--- config.mk ---
export PLATFORM = sky130hd
export DESIGN_NAME = pgn_token_classifier
export DESIGN_NICKNAME = d
export VERILOG_FILES = /design/src/sv/ptc_pkg.sv /design/src/sv/ptc_char_decode.sv /design/src/sv/ptc_token_track.sv /design/src/sv/pgn_token_classifier.sv
export SDC_FILE = /design/constraint.sdc
export NUM_CORES = 1
export LEC_CHECK = 0
export ABC_AREA = 1
export BUFFER_PORTS_ARGS = -buffer_cell sky130_fd_sc_hd__clkbuf_2
export CAP_MARGIN = 25
export CORE_UTILIZATION = 40
export DETAILED_ROUTE_END_ITERATION = 8
export PLACE_DENSITY = 0.67
export SLEW_MARGIN = 5
export SYNTH_ARGS = -nofsm -noshare
export SYNTH_HDL_FRONTEND = slang
export SYNTH_SLANG_ARGS = --single-unit
export TNS_END_PERCENT = 50
--- constraint.sdc ---
create_clock -name clk -period 2.9 [get_ports clk]
set_input_delay 0.435 -clock clk [delete_from_list [all_inputs] [get_ports clk]]
set_output_delay 0.435 -clock clk [all_outputs]
set_load 0.03 [all_outputs]
--- src/sv/ptc_pkg.sv ---
// Shared types and character constants for the PGN token classifier.
package ptc_pkg;

	// Token classes; KIND_NONE marks that no token is open
	typedef enum logic [2:0] {
		KIND_SPACE   = 3'd0,
		KIND_STRING  = 3'd1,
		KIND_INTEGER = 3'd2,
		KIND_PUNCT   = 3'd3,
		KIND_GLYPH   = 3'd4,
		KIND_SYMBOL  = 3'd5,
		KIND_UNKNOWN = 3'd6,
		KIND_NONE    = 3'd7
	} kind_t;

	// Character constants
	localparam logic [7:0] CH_DOT    = 8'h2E;
	localparam logic [7:0] CH_STAR   = 8'h2A;
	localparam logic [7:0] CH_LBRACK = 8'h5B;
	localparam logic [7:0] CH_RBRACK = 8'h5D;
	localparam logic [7:0] CH_LT     = 8'h3C;
	localparam logic [7:0] CH_GT     = 8'h3E;
	localparam logic [7:0] CH_DOLLAR = 8'h24;
	localparam logic [7:0] CH_QUOTE  = 8'h22;
	localparam logic [7:0] CH_UNDER  = 8'h5F;
	localparam logic [7:0] CH_PLUS   = 8'h2B;
	localparam logic [7:0] CH_HASH   = 8'h23;
	localparam logic [7:0] CH_EQUAL  = 8'h3D;
	localparam logic [7:0] CH_COLON  = 8'h3A;
	localparam logic [7:0] CH_MINUS  = 8'h2D;

	// Character class flags of one byte
	typedef struct packed {
		logic ws;
		logic quote;
		logic digit;
		logic letter;
		logic sym_extra;
		logic punct;
		logic dollar;
	} char_class_t;

	// One classified result
	typedef struct packed {
		logic [7:0] char_out;
		kind_t      token_kind;
		logic       token_start;
		logic       stream_closed;
		logic       unterminated_string;
	} result_t;

endpackage

--- src/sv/ptc_char_decode.sv ---
// Byte decoder: character class flags and the class of a token starting here.
module ptc_char_decode (
	input  logic [7:0]                char_in,
	output ptc_pkg::char_class_t      cls,
	output ptc_pkg::kind_t            start_kind
);
	import ptc_pkg::*;

	// Class flags
	always_comb begin
		cls.ws        = (char_in == 8'h20) || (char_in inside {[8'h09:8'h0D]});
		cls.quote     = (char_in == CH_QUOTE);
		cls.digit     = char_in inside {["0":"9"]};
		cls.letter    = char_in inside {["a":"z"], ["A":"Z"]};
		cls.sym_extra = char_in inside {CH_UNDER, CH_PLUS, CH_HASH, CH_EQUAL,
			CH_COLON, CH_MINUS};
		cls.punct     = char_in inside {CH_DOT, CH_STAR, CH_LBRACK, CH_RBRACK,
			CH_LT, CH_GT};
		cls.dollar    = (char_in == CH_DOLLAR);
	end

	// Priority order of the start class
	always_comb begin
		if (cls.ws)          start_kind = KIND_SPACE;
		else if (cls.quote)  start_kind = KIND_STRING;
		else if (cls.digit)  start_kind = KIND_INTEGER;
		else if (cls.punct)  start_kind = KIND_PUNCT;
		else if (cls.dollar) start_kind = KIND_GLYPH;
		else if (cls.letter) start_kind = KIND_SYMBOL;
		else                 start_kind = KIND_UNKNOWN;
	end

endmodule

--- src/sv/ptc_token_track.sv ---
// Open-token state and the continue/start decision for each byte.
module ptc_token_track (
	input  logic                  clk,
	input  logic                  arst_n,
	input  logic                  advance,
	input  logic [7:0]            char_in,
	input  logic                  end_of_input,
	input  ptc_pkg::char_class_t  cls,
	input  ptc_pkg::kind_t        start_kind,
	output ptc_pkg::result_t      result
);
	import ptc_pkg::*;

	kind_t open_kind_q;
	logic  string_open_q;
	kind_t open_kind_d;
	logic  string_open_d;
	logic  cont;

	// Does the open token take this byte
	always_comb begin
		case (open_kind_q)
			KIND_SPACE:   cont = cls.ws;
			KIND_STRING:  cont = string_open_q;
			KIND_INTEGER: cont = cls.digit;
			KIND_GLYPH:   cont = cls.digit;
			KIND_SYMBOL:  cont = cls.letter | cls.digit | cls.sym_extra;
			KIND_UNKNOWN: cont = ~cls.ws;
			default:      cont = 1'b0;
		endcase
	end

	// Result and next state
	always_comb begin
		result        = '0;
		open_kind_d   = open_kind_q;
		string_open_d = string_open_q;
		if (end_of_input) begin
			result.token_kind          = KIND_SPACE;
			result.stream_closed       = 1'b1;
			result.unterminated_string = string_open_q;
			open_kind_d                = KIND_NONE;
			string_open_d              = 1'b0;
		end else if (cont) begin
			result.char_out    = char_in;
			result.token_kind  = open_kind_q;
			result.token_start = 1'b0;
			if (open_kind_q == KIND_STRING && cls.quote)
				string_open_d = 1'b0;
		end else begin
			result.char_out    = char_in;
			result.token_kind  = start_kind;
			result.token_start = 1'b1;
			open_kind_d        = start_kind;
			string_open_d      = (start_kind == KIND_STRING);
		end
	end

	// State registers
	always_ff @(posedge clk or negedge arst_n) begin
		if (!arst_n) begin
			open_kind_q   <= KIND_NONE;
			string_open_q <= 1'b0;
		end else if (advance) begin
			open_kind_q   <= open_kind_d;
			string_open_q <= string_open_d;
		end
	end

endmodule

--- src/sv/pgn_token_classifier.sv ---
// Result path: an accepted input request passes through the input register, then the result register.
// Throughput: one byte per cycle unless the output stalls; token state updates once per byte.
// Both sides stall independently; the input register keeps taking requests while
// the result register is free or being drained.
// Reset: arst_n clears the valid bits and the token state (no token open, no string open).
module pgn_token_classifier (
	input  logic        clk,
	input  logic        arst_n,
	input  logic        s_axis_tvalid,
	output logic        s_axis_tready,
	input  logic [7:0]  s_axis_tdata,   // [7:0] char_in
	input  logic        s_axis_tlast,   // end_of_input
	output logic        m_axis_tvalid,
	input  logic        m_axis_tready,
	output logic [7:0]  m_axis_tdata,   // [7:0] char_out
	output logic [4:0]  m_axis_tuser,   // [2:0] token_kind, [3] token_start,
	                                    // [4] unterminated_string
	output logic        m_axis_tlast    // stream_closed
);
	import ptc_pkg::*;

	logic        valid_s1;
	logic [7:0]  char_s1;
	logic        eoi_s1;
	logic        valid_s2;
	result_t     res_s2;
	logic        advance;
	char_class_t cls;
	kind_t       start_kind;
	result_t     result;

	// Handshake
	assign advance       = valid_s1 && (!valid_s2 || m_axis_tready);
	assign s_axis_tready = !valid_s1 || advance;

	// Input register
	always_ff @(posedge clk or negedge arst_n) begin
		if (!arst_n) begin
			valid_s1 <= 1'b0;
		end else if (s_axis_tready) begin
			valid_s1 <= s_axis_tvalid;
		end
	end

	always_ff @(posedge clk) begin
		if (s_axis_tready && s_axis_tvalid) begin
			char_s1 <= s_axis_tdata;
			eoi_s1  <= s_axis_tlast;
		end
	end

	ptc_char_decode u_decode (
		.char_in    (char_s1),
		.cls        (cls),
		.start_kind (start_kind)
	);

	ptc_token_track u_track (
		.clk          (clk),
		.arst_n       (arst_n),
		.advance      (advance),
		.char_in      (char_s1),
		.end_of_input (eoi_s1),
		.cls          (cls),
		.start_kind   (start_kind),
		.result       (result)
	);

	// Result register
	always_ff @(posedge clk or negedge arst_n) begin
		if (!arst_n) begin
			valid_s2 <= 1'b0;
		end else if (!valid_s2 || m_axis_tready) begin
			valid_s2 <= valid_s1;
		end
	end

	always_ff @(posedge clk) begin
		if (advance) begin
			res_s2 <= result;
		end
	end

	assign m_axis_tvalid = valid_s2;
	assign m_axis_tdata  = res_s2.char_out;
	assign m_axis_tuser  = {res_s2.unterminated_string, res_s2.token_start,
		res_s2.token_kind};
	assign m_axis_tlast  = res_s2.stream_closed;

endmodule

Word level (Yosys, flattened, before mapping)
Index checks and enable logic that the tools add are counted.
{"block": "op_classes", "muxes": 14, "eq_ne": 23, "add_sub_neg": 0, "n_bitwise": 3, "shift": 0, "n_reduce_logical": 19, "order_cmp": 8, "n_div": 0, "multipliers": 0}
{"cell": "$eq A8 B6 Y1 const B", "count": 12}
{"cell": "$eq A8 B7 Y1 const B", "count": 3}
{"cell": "$mux W3", "count": 7}
{"cell": "$ge A8 B7 Y1 const B", "count": 2}
{"cell": "$le A8 B7 Y1 const B", "count": 2}
{"cell": "$reduce_bool A6 Y1", "count": 2}
{"cell": "$eq A3 B3 Y1 const B", "count": 3}
{"cell": "$ge A8 B4 Y1 const B", "count": 1}
{"cell": "$ge A8 B6 Y1 const B", "count": 1}
{"cell": "$le A8 B4 Y1 const B", "count": 1}
{"cell": "$le A8 B6 Y1 const B", "count": 1}
{"cell": "$logic_and A1 B1 Y1", "count": 7}
{"cell": "$eq A3 B1 Y1 const B", "count": 2}
{"cell": "$pmux W1 S5", "count": 1}
{"cell": "$mux W2", "count": 2}
{"cell": "$mux W4", "count": 1}
{"cell": "$reduce_and A2 Y1", "count": 2}
{"cell": "$eq A3 B2 Y1 const B", "count": 1}
{"cell": "$logic_not A3 Y1", "count": 1}
{"cell": "$logic_or A1 B1 Y1", "count": 3}
{"cell": "$mux W1", "count": 3}
{"cell": "$ne A3 B3 Y1 const B", "count": 1}
{"cell": "$logic_not A1 Y1", "count": 2}
{"cell": "$ne A2 B2 Y1 const B", "count": 1}
{"cell": "4 further kinds", "count": 5}
{"block": "totals", "reg_bits": 29, "out_inout_bits": 16, "latch_bits": 0, "word_cells": 78, "memories": 0, "romBits": 0, "ramBits": 0}

Depth between registers and ports, before layout
Gate-level depths: netlist of the first run.
{"block": "logic_depth", "depth_word": 12, "mapped_depth": 13}

Cells and area by module
From an unflattened synthesis of the first run, not the netlist that was laid out.
{"block": "hier_totals", "hier_cells": 185, "hier_area_um2": 1566.5}
{"mod": "pgn_token_classifier", "seq_area_each_um2": 740.7, "n_inst": 1, "area_per_inst_um2": 785.8, "cells_each": 35}
{"mod": "ptc_token_track", "seq_area_each_um2": 103.8, "n_inst": 1, "area_per_inst_um2": 456.7, "cells_each": 77}
{"mod": "ptc_char_decode", "seq_area_each_um2": 0.0, "n_inst": 1, "area_per_inst_um2": 324.1, "cells_each": 73}

Worst setup path before layout of the first run
No wires, ideal clock.
{"block": "synth_path", "path_type": "register to register", "startpoint": "register valid_s2 (netlist: m_axis_tvalid)", "endpoint": "register res_s2, in the netlist m_axis_tdata[0], enable pin", "t_arrival_ps": 1536, "slack_ps": 963, "n_path_buf": 0, "period_less_slack_ps": 1937, "path_stages_with_launch": 2, "setup_time_ps": 401, "t_required_ps": 2499, "cell_sequence": "dfrtp_1 -> a21oi_1"}
{"block": "synth_between", "elab_chain_len": 3}
{"element": "start, declared", "line": "pgn_token_classifier.sv:25", "rtl": "logic valid_s2;"}
{"element": "start signal, assigned", "line": "pgn_token_classifier.sv:74", "rtl": "valid_s2 <= valid_s1;"}
{"element": "$logic_not A1 Y1", "line": "pgn_token_classifier.sv:33", "rtl": "assign advance = valid_s1 && (!valid_s2 || m_axis_tready);"}
{"element": "$logic_or A1 B1 Y1", "line": "pgn_token_classifier.sv:33"}
{"element": "$logic_and A1 B1 Y1", "line": "pgn_token_classifier.sv:33"}
{"element": "via advance", "line": "pgn_token_classifier.sv:27", "rtl": "logic advance;"}
{"element": "end signal, assigned", "line": "pgn_token_classifier.sv:80", "rtl": "res_s2 <= result;"}
{"element": "end, declared", "line": "pgn_token_classifier.sv:26", "rtl": "result_t res_s2;"}
The timed path passes the listed nets, and every way through them passes these cells.
A chain may end at the register's enable or synchronous reset.

Worst setup path in the final report of the first run
{"block": "layout_path", "startpoint": "register char_s1[4]", "endpoint": "register res_s2, in the netlist m_axis_tuser[0], data pin"}
{"block": "layout_between", "elab_chain_len": 10, "elab_cells_between_ends": 42, "cone_classes": "order compare: 8; eq/ne: 15; mux: 8; bitwise: 3; reduce/logical: 8"}
{"element": "start, declared", "line": "pgn_token_classifier.sv:23", "rtl": "logic [7:0] char_s1;"}
{"element": "start signal, assigned", "line": "pgn_token_classifier.sv:47", "rtl": "char_s1 <= s_axis_tdata;"}
{"element": "$ge A8 B7 Y1 / $le A8 B7 Y1 (equally long branches)", "line": "ptc_char_decode.sv:14", "rtl": "cls.letter = char_in inside {[\"a\":\"z\"], [\"A\":\"Z\"]};"}
{"element": "$logic_and A1 B1 Y1", "line": "ptc_char_decode.sv:14"}
{"element": "$reduce_bool A2 Y1", "line": "ptc_char_decode.sv:14"}
{"element": "$mux W2", "line": "ptc_char_decode.sv:29", "rtl": "else if (cls.letter) start_kind = KIND_SYMBOL;"}
{"element": "$mux W3", "line": "ptc_char_decode.sv:28", "rtl": "else if (cls.dollar) start_kind = KIND_GLYPH;"}
{"element": "$mux W3", "line": "ptc_char_decode.sv:27", "rtl": "else if (cls.punct) start_kind = KIND_PUNCT;"}
{"element": "$mux W3", "line": "ptc_char_decode.sv:26", "rtl": "else if (cls.digit) start_kind = KIND_INTEGER;"}
{"element": "$mux W3", "line": "ptc_char_decode.sv:25", "rtl": "else if (cls.quote) start_kind = KIND_STRING;"}
{"element": "$mux W3", "line": "ptc_char_decode.sv:24", "rtl": "if (cls.ws) start_kind = KIND_SPACE;"}
{"element": "$mux W4 (*)", "line": "ptc_token_track.sv:44", "rtl": "end else if (cont) begin"}
Mark *: on every way between the ends. The rest lies on a longest branch, timed or not.

==> results of run 1 <==
## flip-flops by register name (all words and copies together) (netlist names)
| name | cells |
|---|---|
| valid_s1 | 1 |
| u_track.string_open_q | 1 |
| m_axis_tuser | 5 |
| m_axis_tdata | 8 |
| m_axis_tvalid | 1 |
| eoi_s1 | 1 |
| m_axis_tlast | 1 |
| u_track.open_kind_q | 3 |
| char_s1 | 8 |
## cell families after synthesis
group | count (synthesis) | synth area share
DFF | 29 | 0.545
AOI/OAI and AO/OA | 10 | 0.0444
buffers and inverters | 28 | 0.0679
and+or+nand+nor | 108 | 0.342
## final cells by class
cell class,instances,area share
flip-flops and latches,29,0.455
multi-input cells,118,0.325
repair buffers,30,0.0848
inverters,27,0.0545
clock buffers,6,0.0444
well taps,48,0.0323
clock inverters,2,0.00471
## final timing paths
kind | slack [ps] | from | to | depth (start not counted)
worst max-delay path | 1230 | char_s1[4] | m_axis_tuser[0] | 10
worst min-delay path | 320 | s_axis_tdata[2] | char_s1[2] | 1
worst max register to register | 1230 | char_s1[4] | m_axis_tuser[0] | 10
worst min register to register | 500 | u_track.open_kind_q[2] | u_track.open_kind_q[2] | 2
max in group asynchronous | 2160 | arst_n | u_track.open_kind_q[1] | 2
min in group asynchronous | 510 | arst_n | u_track.string_open_q | 2
## through the flow
| stage | total power [µW] | util | setup WS [ps] | hold slack, ps | cells |
|---|---|---|---|---|---|
| after floorplan | 807 | - | 963 | 139 | 175 |
| after global placement | 881 | 0.476 | 1280 | 275 | 251 |
| after detailed placement | 886 | 0.476 | 1250 | 274 | 251 |
| after CTS | 1220 | 0.504 | 1240 | 316 | 260 |
| after global routing | 1290 | 0.504 | 1040 | 314 | 260 |
| final | 1210 | 0.504 | 1230 | 323 | 260 |
## cell usage in the layout (no fill, tap or decap), drive strengths merged, types with 3 or more instances in the layout
cell type  synthesis  routed
nand2             52      52
clkbuf             1      34
nor2              29      29
inv               25      25
edfxtp            23      23
nand3             18      18
nand4              5       5
a21oi              5       5
o21ai              5       5
nor3               4       4
clkinv             2       4
dfrtp              3       3
dfstp              3       3
## power by group
part,total [µW],leakage [µW],switching (µW),internal (µW)
logic,298,0.000546,207,91.3
registers,579,0.000292,49.3,529
clock network,333,0.0000486,146,187
## worst max-delay path: stages, from the launching register on
cell      delay (ps)
edfxtp_1         440
inv_2            150
nand2_2           80
nor2_4           170
nand3_2           80
nand3_1          100
nand3_2          100
inv_2             90
nand2_4           80
nand2_1           70
a21oi_1           60
## timing repair
item	4_1_cts	5_1_grt
resized for setup	0	0
hold buffers	1	0
setup buffers	0	0
hold endpoints to repair	3	0
## layer usage
| layer | share of wire | vias to the layer above |
|---|---|---|
| li1 | - | 638 |
| met1 | 0.46 | 529 |
| met2 | 0.46 | 35 |
| met3 | 0.060 | 7 |
| met4 | 0.023 | 0 |
| met5 | 0 | - |
==> metrics.txt, run 1 <==
drt first pass iters 4; Worst Path Arrival 1690 ps; Die Footprint 0.00413 mm²; final setup fails 0; FP Rows 22; Die Width 64.2 µm; Maximum Capacitance Violations 0; largest cells by area after synthesis edfxtp_1 (45%), nand2_1 (10%), dfstp_2 (5.1%); Initial Utilization 0.420; Multi-input gate area 603 µm²; worst skew pair latency 280 ps; FF/Latch Area 845 µm²; Synth Cell Area 0.00155 mm²; post-synthesis register bit count 29; top cell type's share of synthesized area 0.446; register area share after synthesis 0.545; clk sinks 29; DRT antenna net count 0; relative slew slack 0.719; yosys warns 0; share of cells above drive strength 1 0.330; largest net degree at the start of global routing 21; TritonCTS clock tree built; Clock Skews 5.87 ps; Global Route met3 Usage 0.0536; hpwl dp 2.06 mm; static leakage 0.000886 µW; clk buf depth 2; CP startpoint kind flip-flop; CTS Root Cell clkbuf_8; Crit. End Element flip-flop; EDFF count, synth 23; Synth top cells by count nand2_1 (43), edfxtp_1 (23), nor2_1 (20); gr usage total 0.155; final worst path period need 1670 ps; Worst-path clk slew 60 ps; upper clock frequency limit 0.600 GHz; Final TNS setup 0 ps; Net Count, Synth 188; Pwr Density 651 mW/mm²; max-slew violation count 0; Layout area overhead 20.0%; Area after DPL 0.00176 mm²; total gr overflow 0; CTS Buf Count 5; initial antenna violation count 0; DRC 0; Net count, final 224; status completed; Most used DFF post-synth edfxtp_1; count of final hold-check violations 0; Synth Area per Inst 8.85 µm²; met2 usage 0.237; Boundary Pins 29; grt peak-use layer met2; vias in the first global route 1,109; gpl congestion 0.946; crit-path max FO 6; cell area after layout 0.00186 mm²; vias 1,209; min-delay worst type input port to flip-flop; crit share post-route 0.575; Vias/cell 4.65; DR WL/cell 10.0 µm; H-tree Lvls 2; RSZ-0062 raised after global routing no; DRT iter0 DRCs 35; first-pass GRT wire length 4.75 mm; area leader, netlist edfxtp_1; worst IR drop on VDD 272 µV; Die Ht 64.2 µm; asr flop ratio synth 0.207; slew of the pin with the lowest slew margin 422 ps; Synth cell types 22; Routed WL 2.61 mm; most numerous cell in the Yosys netlist nand2_1; Synth Instances 175; Crit Path Class flip-flop to flip-flop; ANT cells 0; Fill cells 375; Critical Path RT 2920 ps; GR Util met1 0.194; Port-buffer cells 28; CORE AREA 0.00369 mm²
No activity file was read; power rests on OpenSTA's default activity.
==> inputs of run 2 (changes only) <==
--- a/config.mk
+++ b/config.mk
@@ -10,7 +10,7 @@
 export CAP_MARGIN = 25
 export CORE_UTILIZATION = 40
 export DETAILED_ROUTE_END_ITERATION = 8
-export PLACE_DENSITY = 0.67
+export PLACE_DENSITY = 0.69
 export SLEW_MARGIN = 5
 export SYNTH_ARGS = -nofsm -noshare
 export SYNTH_HDL_FRONTEND = slang
==> constraint.sdc (replaced) <==
create_clock -name clk -period 1.39 [get_ports clk]
set_input_delay 0.2085 -clock clk [delete_from_list [all_inputs] [get_ports clk]]
set_output_delay 0.2085 -clock clk [all_outputs]
set_load 0.03 [all_outputs]
==> run 2 against run 1 <==
Compared with the run above: the flow now finishes with violations (setup timing); non-clock buffer count rose by 21; final area increased by 11%; flip-flop and latch count is the same; first-iteration DRC count is 60% higher; sequential share of layout area fell by 4.5 points; clock skew decreased by 3.2 ps; critical path type unchanged.
==> metrics.txt, run 2 (synthesis results as in run 1) <==
gpl congestion 0.930 (was 0.946); Die Ht 64.2 µm (unchanged); Maximum Capacitance Violations 0 (unchanged); placed insts 269 (was 251); hold path startpoint s_axis_tlast (was s_axis_tdata[2]); status finished, violations left (was completed); ANT cells 0 (unchanged); DRT antenna net count 0 (unchanged); crit-path max FO 6 (unchanged); Critical R2R Launch char_s1[3] (was char_s1[4]); Pwr Density 1270 mW/mm² (was 651 mW/mm²); Net count, final 245 (was 224); Post-Layout Cell Count 281 (was 260); final worst path period need 1700 ps (was 1670 ps); FP Rows 22 (unchanged); flop2flop setup slack -310 ps (was 1230 ps); RSZ-0062 raised after global routing yes (was no); count of final hold-check violations 0 (unchanged); vias 1,273 (was 1,209); Clock Skews 2.70 ps (was 5.87 ps); Die Width 64.2 µm (unchanged); Port-buffer cells 28 (unchanged); Routed WL 2.83 mm (was 2.61 mm); Worst-path clk slew 60 ps (about the same); most frequent cells in the layout nand2_1 (40), clkbuf_2 (28), edfxtp_1 (23) (was nand2_1 (43), clkbuf_2 (28), edfxtp_1 (23)); first-pass GRT wire length 4.99 mm (was 4.75 mm); Final Util 0.559 (was 0.504); final setup fails 8 (was 0); worst IR drop on VDD 660 µV (was 272 µV); worst setup path startpoint char_s1[3] (was char_s1[4]); gr usage total 0.162 (was 0.155); DRC 0 (unchanged); TritonCTS clock tree built (unchanged); hpwl dp 2.18 mm (was 2.06 mm); static leakage 0.000993 µW (was 0.000886 µW); DR WL/cell 10.1 µm (was 10.0 µm); max-slew violation count 0 (unchanged); crit share post-route 1.23 (was 0.575); Critical Path RT 1420 ps (was 2920 ps); WHS 104 ps (was 323 ps); drt first pass iters 4 (unchanged); Area after DPL 0.00190 mm² (was 0.00176 mm²); Die Footprint 0.00413 mm² (unchanged); Initial Utilization 0.420 (unchanged); initial antenna violation count 0 (unchanged); clk sinks 29 (unchanged); CORE AREA 0.00369 mm² (unchanged); Vias/cell 4.53 (was 4.65); vias in the first global route 1,154 (was 1,109); cell area after layout 0.00206 mm² (was 0.00186 mm²); total gr overflow 0 (unchanged); relative slew slack 0.762 (was 0.719); Layout area overhead 33.0% (was 20.0%); upper clock frequency limit 0.587 GHz (was 0.600 GHz); CP startpoint kind flip-flop (unchanged); CTS Root Cell clkbuf_8 (unchanged); largest net degree at the start of global routing 21 (unchanged); H-tree Lvls 2 (unchanged); leading cell type in the layout, fill and taps excluded nand2_1 (unchanged); Boundary Pins 29 (unchanged); hold path depth 1 (unchanged); min-delay worst type input port to flip-flop (unchanged); worst skew pair latency 280 ps (about the same); share of cells above drive strength 1 0.412 (was 0.330); final worst slack -313 ps (was 1230 ps); reg2reg path depth 10 (unchanged); clk buf depth 2 (unchanged); Worst Path Arrival 1730 ps (was 1690 ps); Crit. End Element flip-flop (unchanged); slew of the pin with the lowest slew margin 355 ps (was 422 ps); DRT iter0 DRCs 56 (was 35); Crit Path Class flip-flop to flip-flop (unchanged); violated checks setup timing; CTS Buf Count 5 (unchanged)
[run 2: stage by stage]
stage	setup slack [ps]	setup TNS, ps	power (µW)
CTS	-228	-1590	2620
global route	-385	-2740	2780
floorplan	-135	-3830	1690
global placement	-274	-1700	1930
detailed placement	-276	-1690	1940
finish	-313	-2040	2620
[run 2: routing by layer]
layer | global-route usage | up-vias | wire length, µm
li1 | - | 677 | -
met2 | 0.249 | 33 | 1330
met5 | 0 | - | 0
met4 | 0.0667 | 0 | 58
met3 | 0.0482 | 6 | 124
met1 | 0.212 | 557 | 1310
[run 2: area by class of cell]
cell class,instances,area (µm²)
Sequential cell,29,845
Multi-Input combinational cell,118,643
Timing Repair Buffer,51,332
Inverter,27,101
Tap cell,48,60.1
Fill cell,350,1630
Clock buffer,8,80.1
[run 2: path summary, 6_finish.rpt]
check | to
max reg2reg | m_axis_tuser[2]
min reg2reg | u_track.open_kind_q[0]
min | eoi_s1
min in group asynchronous | m_axis_tvalid
max | m_axis_tuser[2]
max in group asynchronous | u_track.open_kind_q[0]
[run 2: report_power, final]
part           switching [µW]  total [µW]  internal, µW
sequential               55.6        1160          1100
combinational             526         827           300
clock                     284         638           354
[run 2: critical path, cell delays in order (launching register included)]
cell	delay, ps
edfxtp_1	460
buf_6	170
nor2_4	90
buf_4	130
nand3_2	100
nand3_2	100
nand3_2	100
inv_2	90
nand2_4	80
nand3_1	90
o21ai_2	60
[run 2: what timing repair did]
action | 4_1_cts | 5_1_grt
resized for setup | 5 | 6
hold buffers | 1 | 0
setup buffers | 2 | 1
endpoints found under the setup margin | 8 | 8
pin swaps | 3 | 4
endpoints found under the hold margin | 6 | 0
